[src/rtl/core/ncipmm_pkg.sv]
// ----------------------------------------------------------------------------
// ncipmm_pkg: shared types and constants for the SET_CONFIG PMm rewriter
// Item structs, walk phase codes, register indexes and PMm byte selection.
// ----------------------------------------------------------------------------
`timescale 1ns / 1ps

package ncipmm_pkg;

  // field and state widths
  localparam int DATA_W    = 8;
  localparam int LEN_W     = 16;
  localparam int POS_W     = 16;
  localparam int END_W     = 9;   // payload end, at most 3 + 255
  localparam int HDR_W     = 10;  // parameter header position
  localparam int SPAN_W    = 11;  // header position plus 2 plus value length
  localparam int PMM_W     = 64;
  localparam int PMM_BYTES = 8;
  localparam int PMM_IDX_W = 3;
  localparam int CFG_IDX_W = 1;

  // command framing
  localparam logic [DATA_W-1:0] CMD_GID       = 8'h20;
  localparam logic [DATA_W-1:0] CMD_OID_SETCF = 8'h02;
  localparam logic [LEN_W-1:0]  MIN_PKT_LEN   = 16'd5;
  localparam logic [END_W-1:0]  HDR_BYTES     = 9'd3;
  localparam logic [HDR_W-1:0]  FIRST_PARAM   = 10'd4;

  // parameter ids and limits
  localparam logic [DATA_W-1:0] ID_PMM_DIRECT = 8'h51;
  localparam logic [DATA_W-1:0] ID_PMM_TAIL   = 8'h40;
  localparam logic [DATA_W-1:0] TAIL_MIN_LEN  = 8'h12;

  localparam logic [PMM_W-1:0] PMM_RESET = 64'h00F1_0000_0001_4300;
  localparam logic [POS_W-1:0] POS_MAX   = '1;

  // parameter list walk
  typedef enum logic [1:0] {
    PH_ID   = 2'd0,
    PH_LEN  = 2'd1,
    PH_DONE = 2'd2
  } walk_phase_t;

  // configuration register indexes
  typedef enum logic [CFG_IDX_W-1:0] {
    REG_PATCH_ENABLE = 1'b0,
    REG_PMM_VALUE    = 1'b1
  } cfg_reg_t;

  typedef struct packed {
    logic [DATA_W-1:0] data_byte;
    logic [LEN_W-1:0]  packet_length;
    logic              end_of_packet;
  } cmd_item_t;

  typedef struct packed {
    logic [DATA_W-1:0] out_byte;
    logic              out_last;
    logic              was_patched;
  } res_item_t;

  // PMm byte k, byte 0 in the top bits
  function automatic logic [DATA_W-1:0] pmm_byte(input logic [PMM_W-1:0] pmm,
                                                 input logic [PMM_IDX_W-1:0] k);
    logic [5:0] sh;
    sh = {3'd7 - k, 3'b000};
    return pmm[sh +: DATA_W];
  endfunction

endpackage

[src/rtl/core/ncipmm_walk.sv]
// ----------------------------------------------------------------------------
// ncipmm_walk: packet tracker and parameter list walker
// Holds per-packet state, decides qualification, walks parameter headers
// and substitutes PMm bytes. One item is processed per step.
// ----------------------------------------------------------------------------
`timescale 1ns / 1ps

module ncipmm_walk (
  input  logic                                  clk,
  input  logic                                  rst,
  input  logic                                  step,
  input  ncipmm_pkg::cmd_item_t                 item,
  input  logic                                  patch_enable,
  input  logic [ncipmm_pkg::PMM_W-1:0]          pmm_value,
  output ncipmm_pkg::res_item_t                 result
);

  logic [ncipmm_pkg::POS_W-1:0]  byte_position, byte_position_next;
  logic [ncipmm_pkg::END_W-1:0]  payload_end, payload_end_next;
  logic                          packet_qualifies, packet_qualifies_next;
  ncipmm_pkg::walk_phase_t       walk_phase, walk_phase_next;
  logic [ncipmm_pkg::HDR_W-1:0]  next_header_position, next_header_position_next;
  logic [ncipmm_pkg::DATA_W-1:0] current_id, current_id_next;
  logic [ncipmm_pkg::HDR_W-1:0]  replace_start, replace_start_next;
  logic                          replace_active, replace_active_next;
  logic                          patched_flag, patched_flag_next;

  logic [ncipmm_pkg::POS_W-1:0]  rs_pos, rs_end, hdr_pos, rs_off;
  logic [ncipmm_pkg::SPAN_W-1:0] vstart, vend, pend_ext;
  logic [ncipmm_pkg::END_W-1:0]  lim;
  logic [ncipmm_pkg::DATA_W-1:0] b, ob;

  // per-item decode and state update
  always_comb begin
    b        = item.data_byte;
    ob       = b;
    rs_pos   = ncipmm_pkg::POS_W'(replace_start);
    rs_end   = rs_pos + ncipmm_pkg::POS_W'(ncipmm_pkg::PMM_BYTES);
    rs_off   = byte_position - rs_pos;
    hdr_pos  = ncipmm_pkg::POS_W'(next_header_position);
    vstart   = ncipmm_pkg::SPAN_W'(next_header_position) + 11'd2;
    vend     = vstart + ncipmm_pkg::SPAN_W'(b);
    pend_ext = ncipmm_pkg::SPAN_W'(payload_end);
    lim      = ncipmm_pkg::HDR_BYTES + ncipmm_pkg::END_W'(b);

    payload_end_next          = payload_end;
    packet_qualifies_next     = packet_qualifies;
    walk_phase_next           = walk_phase;
    next_header_position_next = next_header_position;
    current_id_next           = current_id;
    replace_start_next        = replace_start;
    replace_active_next       = replace_active;
    patched_flag_next         = patched_flag;

    if (byte_position == 16'd0) begin
      packet_qualifies_next = patch_enable &&
                              (item.packet_length >= ncipmm_pkg::MIN_PKT_LEN) &&
                              (b == ncipmm_pkg::CMD_GID);
    end else if (byte_position == 16'd1) begin
      if (b != ncipmm_pkg::CMD_OID_SETCF) begin
        packet_qualifies_next = 1'b0;
      end
    end else if (byte_position == 16'd2) begin
      // list end: min(length, 3 + declared payload length)
      if (item.packet_length < ncipmm_pkg::LEN_W'(lim)) begin
        payload_end_next = item.packet_length[ncipmm_pkg::END_W-1:0];
      end else begin
        payload_end_next = lim;
      end
    end else if (packet_qualifies) begin
      // substitution window
      if (replace_active && byte_position >= rs_pos && byte_position < rs_end) begin
        ob = ncipmm_pkg::pmm_byte(pmm_value, rs_off[ncipmm_pkg::PMM_IDX_W-1:0]);
        if (byte_position + 16'd1 == rs_end) begin
          replace_active_next = 1'b0;
        end
      end
      // header walk
      if (walk_phase == ncipmm_pkg::PH_ID && byte_position == hdr_pos) begin
        if (vstart <= pend_ext) begin
          current_id_next = b;
          walk_phase_next = ncipmm_pkg::PH_LEN;
        end else begin
          walk_phase_next = ncipmm_pkg::PH_DONE;
        end
      end else if (walk_phase == ncipmm_pkg::PH_LEN && byte_position == hdr_pos + 16'd1) begin
        if (vend > pend_ext) begin
          walk_phase_next = ncipmm_pkg::PH_DONE;
        end else begin
          if (current_id == ncipmm_pkg::ID_PMM_DIRECT &&
              b >= ncipmm_pkg::DATA_W'(ncipmm_pkg::PMM_BYTES)) begin
            replace_start_next  = vstart[ncipmm_pkg::HDR_W-1:0];
            replace_active_next = 1'b1;
            patched_flag_next   = 1'b1;
          end else if (current_id == ncipmm_pkg::ID_PMM_TAIL &&
                       b >= ncipmm_pkg::TAIL_MIN_LEN) begin
            replace_start_next  = ncipmm_pkg::HDR_W'(vend -
                                  ncipmm_pkg::SPAN_W'(ncipmm_pkg::PMM_BYTES));
            replace_active_next = 1'b1;
            patched_flag_next   = 1'b1;
          end
          next_header_position_next = vend[ncipmm_pkg::HDR_W-1:0];
          walk_phase_next           = ncipmm_pkg::PH_ID;
        end
      end
    end

    // saturating position count
    if (byte_position < ncipmm_pkg::POS_MAX) begin
      byte_position_next = byte_position + 16'd1;
    end else begin
      byte_position_next = byte_position;
    end

    result.out_byte    = ob;
    result.out_last    = item.end_of_packet;
    result.was_patched = item.end_of_packet & patched_flag_next;
  end

  // state registers; the final byte returns everything to the idle values
  always_ff @(posedge clk) begin
    if (rst || (step && item.end_of_packet)) begin
      byte_position        <= '0;
      payload_end          <= '0;
      packet_qualifies     <= 1'b0;
      walk_phase           <= ncipmm_pkg::PH_ID;
      next_header_position <= ncipmm_pkg::FIRST_PARAM;
      current_id           <= '0;
      replace_start        <= '0;
      replace_active       <= 1'b0;
      patched_flag         <= 1'b0;
    end else if (step) begin
      byte_position        <= byte_position_next;
      payload_end          <= payload_end_next;
      packet_qualifies     <= packet_qualifies_next;
      walk_phase           <= walk_phase_next;
      next_header_position <= next_header_position_next;
      current_id           <= current_id_next;
      replace_start        <= replace_start_next;
      replace_active       <= replace_active_next;
      patched_flag         <= patched_flag_next;
    end
  end

endmodule

[src/rtl/core/ncipmm_obuf.sv]
// ----------------------------------------------------------------------------
// ncipmm_obuf: result register with skid stage
// Holds the result item for the downstream side; a second entry catches
// one item while the result register is stalled, so stall upstream is
// a registered signal.
// ----------------------------------------------------------------------------
`timescale 1ns / 1ps

module ncipmm_obuf (
  input  logic                  clk,
  input  logic                  rst,
  input  logic                  push,
  input  ncipmm_pkg::res_item_t push_item,
  output logic                  full,
  output logic                  res_valid,
  input  logic                  res_stall,
  output ncipmm_pkg::res_item_t res_item
);

  logic                  skid_valid;
  ncipmm_pkg::res_item_t skid_item;
  logic                  out_free;

  assign out_free = !res_valid || !res_stall;
  assign full     = skid_valid;

  // control
  always_ff @(posedge clk) begin
    if (rst) begin
      res_valid  <= 1'b0;
      skid_valid <= 1'b0;
    end else if (out_free) begin
      res_valid  <= skid_valid || push;
      skid_valid <= 1'b0;
    end else if (push) begin
      skid_valid <= 1'b1;
    end
  end

  // payload
  always_ff @(posedge clk) begin
    if (out_free) begin
      if (skid_valid) begin
        res_item <= skid_item;
      end else if (push) begin
        res_item <= push_item;
      end
    end else if (push) begin
      skid_item <= push_item;
    end
  end

endmodule

[src/rtl/core/nci_set_config_pmm_rewriter.sv]
// ----------------------------------------------------------------------------
// nci_set_config_pmm_rewriter: NCI SET_CONFIG command PMm rewriter
// Passes a command packet through byte by byte and replaces PMm bytes in
// qualifying SET_CONFIG parameters with the configured value.
// ----------------------------------------------------------------------------
// Result path: a result is registered in the cycle after its item is accepted when the
//   result register is free.
// Throughput: one item per cycle while cmd_stall is low; the walk decision for each byte is a
//   single pass of logic between the packet state and the result register.
// Reset: synchronous rst clears the packet state, patching off, PMm to its
//   default value; no result is valid after reset.
`timescale 1ns / 1ps

module nci_set_config_pmm_rewriter (
  input  logic                                clk,
  input  logic                                rst,
  input  logic                                cmd_valid,
  output logic                                cmd_stall,
  input  ncipmm_pkg::cmd_item_t               cmd_item,
  output logic                                res_valid,
  input  logic                                res_stall,
  output ncipmm_pkg::res_item_t               res_item,
  input  logic                                cfg_valid,
  output logic                                cfg_ready,
  input  logic [ncipmm_pkg::CFG_IDX_W-1:0]    cfg_index,
  input  logic [ncipmm_pkg::PMM_W-1:0]        cfg_data
);

  logic                         patch_enable;
  logic [ncipmm_pkg::PMM_W-1:0] pmm_value;
  logic                         cmd_accept;
  ncipmm_pkg::res_item_t        walk_result;

  assign cfg_ready  = 1'b1;
  assign cmd_accept = cmd_valid && !cmd_stall;

  // configuration registers
  always_ff @(posedge clk) begin
    if (rst) begin
      patch_enable <= 1'b0;
      pmm_value    <= ncipmm_pkg::PMM_RESET;
    end else if (cfg_valid && cfg_ready) begin
      case (ncipmm_pkg::cfg_reg_t'(cfg_index))
        ncipmm_pkg::REG_PATCH_ENABLE: patch_enable <= cfg_data[0];
        ncipmm_pkg::REG_PMM_VALUE:    pmm_value    <= cfg_data;
        default: ;
      endcase
    end
  end

  ncipmm_walk u_walk (
    .clk          (clk),
    .rst          (rst),
    .step         (cmd_accept),
    .item         (cmd_item),
    .patch_enable (patch_enable),
    .pmm_value    (pmm_value),
    .result       (walk_result)
  );

  ncipmm_obuf u_obuf (
    .clk       (clk),
    .rst       (rst),
    .push      (cmd_accept),
    .push_item (walk_result),
    .full      (cmd_stall),
    .res_valid (res_valid),
    .res_stall (res_stall),
    .res_item  (res_item)
  );

  // an accepted item always lands in the result register or the skid entry
  a_accept_lands: assert property (@(posedge clk) disable iff (rst)
    cmd_accept |=> res_valid)
    else $error("accepted item did not produce a result");

  // the skid entry only fills behind a held result
  a_skid_behind_out: assert property (@(posedge clk) disable iff (rst)
    cmd_stall |-> res_valid)
    else $error("skid entry occupied with empty result register");

  // a free downstream empties the skid entry in the following cycle
  a_skid_drains: assert property (@(posedge clk) disable iff (rst)
    cmd_stall && !res_stall |=> !cmd_stall)
    else $error("skid entry not drained");

  // patch status is reported on the final byte only
  a_patch_on_last: assert property (@(posedge clk) disable iff (rst)
    res_valid && res_item.was_patched |-> res_item.out_last)
    else $error("patch flag on a non-final byte");

endmodule
[config.mk]
export PLATFORM = sky130hd
export DESIGN_NAME = nci_set_config_pmm_rewriter
export DESIGN_NICKNAME = d
export VERILOG_FILES = /design/src/rtl/core/ncipmm_pkg.sv /design/src/rtl/core/ncipmm_walk.sv /design/src/rtl/core/ncipmm_obuf.sv /design/src/rtl/core/nci_set_config_pmm_rewriter.sv
export SDC_FILE = /design/constraint.sdc
export NUM_CORES = 1
export LEC_CHECK = 0
export BUFFER_PORTS_ARGS = -buffer_cell sky130_fd_sc_hd__buf_2
export CAP_MARGIN = 10
export CORE_ASPECT_RATIO = 0.6
export CORE_MARGIN = 2
export CORE_UTILIZATION = 29
export CTS_CLUSTER_SIZE = 40
export DETAILED_ROUTE_END_ITERATION = 8
export GPL_TIMING_DRIVEN = 0
export PLACE_DENSITY_LB_ADDON = 0.05
export SYNTH_ARGS = -nofsm -noshare
export SYNTH_HDL_FRONTEND = slang
export SYNTH_SLANG_ARGS = --single-unit
[constraint.sdc]
create_clock -name clk -period 4 [get_ports clk]
set_clock_uncertainty 0.15 [all_clocks]
set_input_delay 0.6 -clock clk [delete_from_list [all_inputs] [get_ports clk]]
set_output_delay 0.6 -clock clk [all_outputs]
set_load 0.02 [all_outputs]
# Word-level counts from Yosys, hierarchy flattened
# Cells that the tools add are included.
[totals]
regBits = 145
latchBits = 0
mem_bits_rw = 0
mem_bits_ro = 0
input_bits = 95
output_inout_bits = 13
elab_cells = 125
memories = 0
[op_classes]
addsub = 9
multipliers = 0
n_div = 0
n_lt_le_gt_ge = 9
n_eq_ne = 10
shifts = 1
muxes = 33
bitwise_logic = 8
n_reduce_logical = 36
[op_table]
columns = ["cell", "n"]
rows = [
  ["$shiftx A64 B7 Y8", 1],
  ["$mux W10", 4],
  ["$mux W8", 5],
  ["$mux W1", 19],
  ["$add A16 B1 Y16 const B", 1],
  ["$eq A16 B1 Y1 const B", 1],
  ["$eq A16 B10 Y1", 1],
  ["$eq A16 B11 Y1", 1],
  ["$eq A16 B16 Y1", 1],
  ["$eq A16 B2 Y1 const B", 1],
  ["$eq A8 B7 Y1 const B", 2],
  ["$ge A16 B10 Y1", 1],
  ["$ge A16 B3 Y1 const B", 1],
  ["$logic_not A16 Y1", 1],
  ["$lt A16 B11 Y1", 1],
  ["$lt A16 B16 Y1 const B", 1],
  ["$lt A16 B9 Y1", 1],
  ["$add A10 B1 Y11 const B", 1],
  ["$add A10 B2 Y11 const B", 1],
  ["$add A10 B4 Y11 const B", 1],
  ["$add A11 B8 Y11", 1],
  ["$gt A11 B9 Y1", 1],
  ["$le A11 B9 Y1", 1],
  ["$logic_and A1 B1 Y1", 10],
  ["other kinds (26)", 47],
]

# Depth between registers and ports, before layout
[logic_depth]
ltp_word = 14
mapped_depth = 20
mapped_depth_nobuf = 18

# Cells and area by module
# From an unflattened synthesis, not the netlist that was laid out.
[hier_totals]
cells_unflattened = 1102
hier_area_um2 = 10117.2
[by_module_without_submodules]
columns = ["mod", "instances", "cells_per_inst", "area_each_um2", "seq_area_each_um2"]
rows = [
  ["ncipmm_walk", 1, 775, 6512.5, 1161.1],
  ["nci_set_config_pmm_rewriter", 1, 288, 2775.2, 1301.2],
  ["ncipmm_obuf", 1, 39, 829.5, 640.6],
]

# Worst setup path after synthesis
# No wires, ideal clock.
[synth_path]
path_type = "flip-flop to flip-flop"
startpoint = "reg u_walk.next_header_position[1] (netlist bit)"
endpoint = "reg u_walk.replace_start[5] (netlist bit)"
setup_ns = 0.128
arrival_time_ns = 3.937
t_required_ns = 3.722
slack_ns = -0.214
stages_incl_launch_ff = 19
path_buffers = 1
period_less_slack_ns = 4.214
path_cell_list = "dfxtp_1 ha_1 nand3_1 xnor2_1 ha_1 and3_1 a22oi_1 o21ai_0 xnor2_1 inv_1 ha_1 a211oi_1 o21ai_0 o21ai_0 o2111ai_2 nor4_4 buf_6 mux2i_1 nor2_1"
[synth_via]
elab_chain_len = 5
word_cells_on_any_way = 14
cone_classes = "4 x add/sub; 1 x order compare; 2 x eq/ne; 2 x mux; 2 x bitwise; 3 x reduce/logical"
[synth_lines]
columns = ["element", "line", "rtl"]
rows = [
  ["start, declared", "ncipmm_walk.sv:22", "logic [ncipmm_pkg::HDR_W-1:0] next_header_position, next_header_position_next;"],
  ["start signal, assigned", "ncipmm_walk.sv:127", "next_header_position <= ncipmm_pkg::FIRST_PARAM;"],
  ["start signal, assigned", "ncipmm_walk.sv:137", "next_header_position <= next_header_position_next;"],
  ["$add A10 B2 Y11", "ncipmm_walk.sv:41", "vstart = ncipmm_pkg::SPAN_W'(next_header_position) + 11'd2;"],
  ["$add A11 B8 Y11", "ncipmm_walk.sv:42", "vend = vstart + ncipmm_pkg::SPAN_W'(b);"],
  ["net u_walk.vend, one bit", "ncipmm_walk.sv:29", "logic [ncipmm_pkg::SPAN_W-1:0] vstart, vend, pend_ext;"],
  ["$gt A11 B9 Y1", "ncipmm_walk.sv:87", "if (vend > pend_ext) begin"],
  ["$not A1 Y1 (no source line)", "--", ""],
  ["$reduce_and A9 Y1 (no source line)", "--", ""],
  ["end signal, assigned", "ncipmm_walk.sv:139", "replace_start <= replace_start_next;"],
  ["end, declared", "ncipmm_walk.sv:24", "logic [ncipmm_pkg::HDR_W-1:0] replace_start, replace_start_next;"],
]
# The timed path passes the listed nets, and every way through them passes these cells. The select of a mux whose other input is x is not followed.
# A chain may end at the register's enable or synchronous reset.

# Worst setup path in the final report
[layout_path]
startpoint = "reg u_walk.next_header_position[1] (netlist bit)"
endpoint = "reg u_walk.replace_start[7] (netlist bit)"
[layout_via]
elab_chain_len = 5
word_cells_on_any_way = 14
cone_classes = "4 x add/sub; 1 x order compare; 2 x eq/ne; 2 x mux; 2 x bitwise; 3 x reduce/logical"
[layout_lines]
columns = ["element", "line"]
rows = [
  ["$add A10 B2 Y11 *", "ncipmm_walk.sv:41"],
  ["$add A11 B8 Y11 *", "ncipmm_walk.sv:42"],
  ["net u_walk.vend, one bit", "ncipmm_walk.sv:29"],
  ["$gt A11 B9 Y1 or $sub A10 B4 Y10 (tied branches)", "ncipmm_walk.sv:87, ncipmm_walk.sv:97"],
  ["$not A1 Y1 (no source line) or $mux W10 (tied branches)", "--"],
  ["$reduce_and A9 Y1 (no source line) or $mux W10 (tied branches)", "--"],
]
# Mark *: on every way through the listed nets, which the timed path passes. The rest lies on a longest branch. The select of a mux whose other input is x is not followed.

==> impl_results.md <==
- Switching share of power: about a quarter
- Final setup fails: 0
- Clock root cell: clkbuf_16
- DRC: 0
- Num ports: ~110
- GRT Util Overall: about a fifth
- Net Sw Power: 1.02 mW
- Clk Latency, worst-skew pair: 0.44 ns
- Reg area: between 3000 and 4000 um2
- Synth area leaders: dfxtp_1, ha_1, nand2_1
- Row cnt: 50
- Layout Area Growth over Synthesis: 27.6%
- CP Data Required Time: between 4 and 5 ns
- Post-DRT Antenna Nets: 0
- Synth Instances: 1081
- Crit Path Max Fanout: 7
- CTS Buf Count: 17
- Max Cap Violations: 0
- Core area: about 31000 um2
- Die Wd: ~230 um
- FILL cells: ~3300
- Wire per inst: between 15 and 20 um
- Tightest Pin Transition: between 1 and 1.5 ns
- Initial Utilization: 29.3%
- Yosys reg bits: between 100 and 150
- Share of layout cells above drive strength 1: 23.5%
- Unrepaired setup endpoints after global routing: true
- Routed WL: 32.5 mm
- Syn_area_per_cell: 8.44 um2
- IO Port Bufs: between 100 and 150
- Leak Pwr: around 4.5 nW
- Library cell appearing most often on the critical path: o21a_1
- Post-Synthesis Cell Area: roughly 9100 um2
- Worst EP arrival: approximately 4.2 ns
- Final Hold Vio Count: 0
- Sequential-to-total area share from yosys stat: between 30 and 40%
- Hold Path Class: in -> reg
- CP Capture Type: flip-flop
- Worst reg-to-reg setup slack: roughly 0.017 ns
- Worst R2R Path Depth: 18
- Pin count of the biggest net entering global routing: 17
- CP endpoint: u_walk.replace_start[7]
- R2r startpoint: u_walk.next_header_position[1]
- Synth area leader: dfxtp_1
- Slowest stage delay, CP: ~0.40 ns
- Area occupied by multi-input gates: 6050 um2
- Depth of the CTS H-tree: 4
- Slew Limit Headroom: about a quarter
- P_int: 2.83 mW
- CP Launch Point: u_walk.next_header_position[1]
- Detailed placer's ending HPWL: 24.9 mm
- Die area: around 33000 um2
- Final Net Count: approximately 1400
- Final min period: 3.98 ns
- Number of global-route vias before repair: about 8000
- Drt first pass iters: 5
- Synthesis warning total: 0
- Status: finished, final reports clean
- Vias: 8374
- FFs w/ async S/R, synth: 0%
- Worst R2R End: u_walk.replace_start[7]
- Fin. max-slew vios: 0
- Most frequent cells after synthesis: nand2_1, dfxtp_1, a21oi_1
- EDFF count, synth: 20
- Antenna cells: 0
- Grt ovf: 0
- First-pass GRT wire length: about 49 mm
- TritonCTS clock tree: yes
- Fmax: 251 MHz
- Setup ws final: ~0.017 ns
- Sink Count: 145
- CTS max path bufs: 2
- Top-count cell post-synth: nand2_1
- Synth top area share: 27.4%
- DR iter-0 viols: just over 600
- Clock network fraction of design power: a little under half
- Gpl congestion: between 0.8 and 0.9
- Clk slew on worst S/H paths: 0.07 ns
- Post-place setup slack: -1.64 ns
- Vias per cell: between 4 and 5
- Peak VDD IR: 0.294 mV
- Util after Layout: a little under two fifths
- Most used flip-flop cell after synthesis: dfxtp_1
- Power per cell area: 330 nW/um2
- Combinational share of power: 12.7%
- Mapped Nets: between 1000 and 1500
- Register share of total power: between 40% and 50%
- DIE HEIGHT: between 100 and 150 um
- Initial antenna violation count: 0
- Crit Path Category: reg -> reg
- Post-synth cell types: 65
- Hold_buf cts: 0
- Fin crit share: about 100%
- Slowest-stage cell, CP: dfxtp_4
- CP Launch Type: flip-flop
- CP Cell Sequence: ha_4 > nand3_4 > xnor2_4 > buf_6 > ha_4 > o21a_1 > o21a_1 > a221oi_4 > ha_1 > o21a_1 > nor2_2 > a21oi_2 > o21ai_2 > o2111ai_4 > nor4_4 > buf_4 > a21boi_4 > o21a_1
## flip-flops by register name, indices dropped and copies added, names as in the netlist
signal and flops:
pmm_value 64, u_walk.next_header_position 10, u_walk.replace_start 10, u_obuf.res_valid 1
u_obuf.full 1, u_walk.replace_active 1, u_walk.walk_phase 2, u_walk.current_id 8
u_obuf.res_item 10, u_walk.byte_position 16, u_obuf.skid_item 10, u_walk.payload_end 9
patch_enable 1, u_walk.packet_qualifies 1, u_walk.patched_flag 1
## layout by cell type, fill, tap and decap left out, types with 16 or more instances in the layout
cell | netlist | routed
mux4_2 | 16 | 16
o21ai_0 | 42 | 39
a21oi_1 | 107 | 103
ha_1 | 66 | 58
nand2_1 | 184 | 183
xor2_1 | 26 | 24
dfxtp_1 | 125 | 119
buf_2 | 14 | 118
inv_1 | 37 | 37
buf_4 | 3 | 39
nand3_1 | 41 | 38
clkbuf_16 | 0 | 18
clkbuf_1 | 40 | 39
nand4_1 | 21 | 21
mux2_2 | 20 | 20
edfxtp_1 | 20 | 20
xnor2_1 | 40 | 33
mux2i_1 | 22 | 22
nor2_1 | 68 | 66
## power by group through the flow
stage	sequential [mW]	clock (mW)	combinational (mW)
after floorplan	1.58	0	0.253
after global placement	1.58	0	0.445
after detailed placement	1.58	0	0.444
after CTS	1.55	1.85	0.477
after global routing	1.55	1.91	0.538
final	1.55	1.81	0.487
## repair_timing
action | in CTS | in global routing
endpoints found under the hold margin | 0 | 0
gates cloned | 1 | 0
setup endpoints to repair | 34 | 34
pin swaps | 16 | 25
setup buffers | 31 | 10
gates resized for setup | 67 | 19
## how the worst min path moves through the flow
stage	start	to	slack (ns)	cells past startpoint
2_1_floorplan	u_walk.walk_phase[1]	u_walk.walk_phase[1]	0.28	2
3_3_place_gp	pmm_value[5]	pmm_value[5]	0.30	2
3_5_place_dp	pmm_value[50]	pmm_value[50]	0.30	2
4_1_cts	cfg_data[16]	pmm_value[16]	0.21	3
5_1_grt	cfg_data[9]	pmm_value[9]	0.22	3
6_report	cfg_data[16]	pmm_value[16]	0.23	3
## kinds of logic (layout without fill, tap and decap cells)
kind of cell	count (synthesis)	count (layout)	synth area share [%]
XOR/XNOR	66	66	6.34
adder cells (fa/ha/maj)	69	69	9.60
AND/OR/NAND/NOR	423	423	22.2
AO/OA/AOI/OAI	218	218	14.4
buffers and inverters	101	279	4.57
other	1	1	0.0411
multiplexers	58	58	8.83
flip-flops	145	145	34.0
## metrics by stage
stage | cell area, um2 | power (mW) | hold WS [ns] | cells | setup TNS (ns)
final | 11600 | 3.85 | 0.229 | 1675 | 0
after global routing | 11600 | 4.00 | 0.220 | 1675 | -2.18
after CTS | 11500 | 3.88 | 0.210 | 1665 | -0.0493
after detailed placement | 10200 | 2.02 | 0.296 | 1602 | -34.24
after global placement | 10200 | 2.03 | 0.296 | 1602 | -35.39
after floorplan | 9140 | 1.83 | 0.278 | 1081 | 0
## routing by layer
layer / vias up / wire length, um / global-route usage (%)
met4: 0 / 181 / 3.42
met5: - / 0 / 0
met3: 10 / 1590 / 3.74
met1: 4021 / 19000 / 34.1
li1: 4177 / - / -
met2: 166 / 11800 / 25.3
## worst max-delay path, delay by kind of cell (launching register included)
family / cells / cell delay, ns
xor gates and xnor gates: 1 / 0.23
buffers and inverters: 2 / 0.36
AOI/OAI and AO/OA: 9 / 1.59
and+or+nand+nor: 3 / 0.50
adders and majority gates: 3 / 0.67
DFF: 1 / 0.40
## area by class of cell
cell class                 count  area share, %
buffer                        62           2.55
inverter                      38           1.24
timing repair buffer         147           7.33
clock inverter                13           1.68
multi-input combinational    835           52.0
clock buffer                  19           3.99
sequential                   145           26.8
tap                          416           4.47
Note: power is estimated with default switching activity, not from simulation.
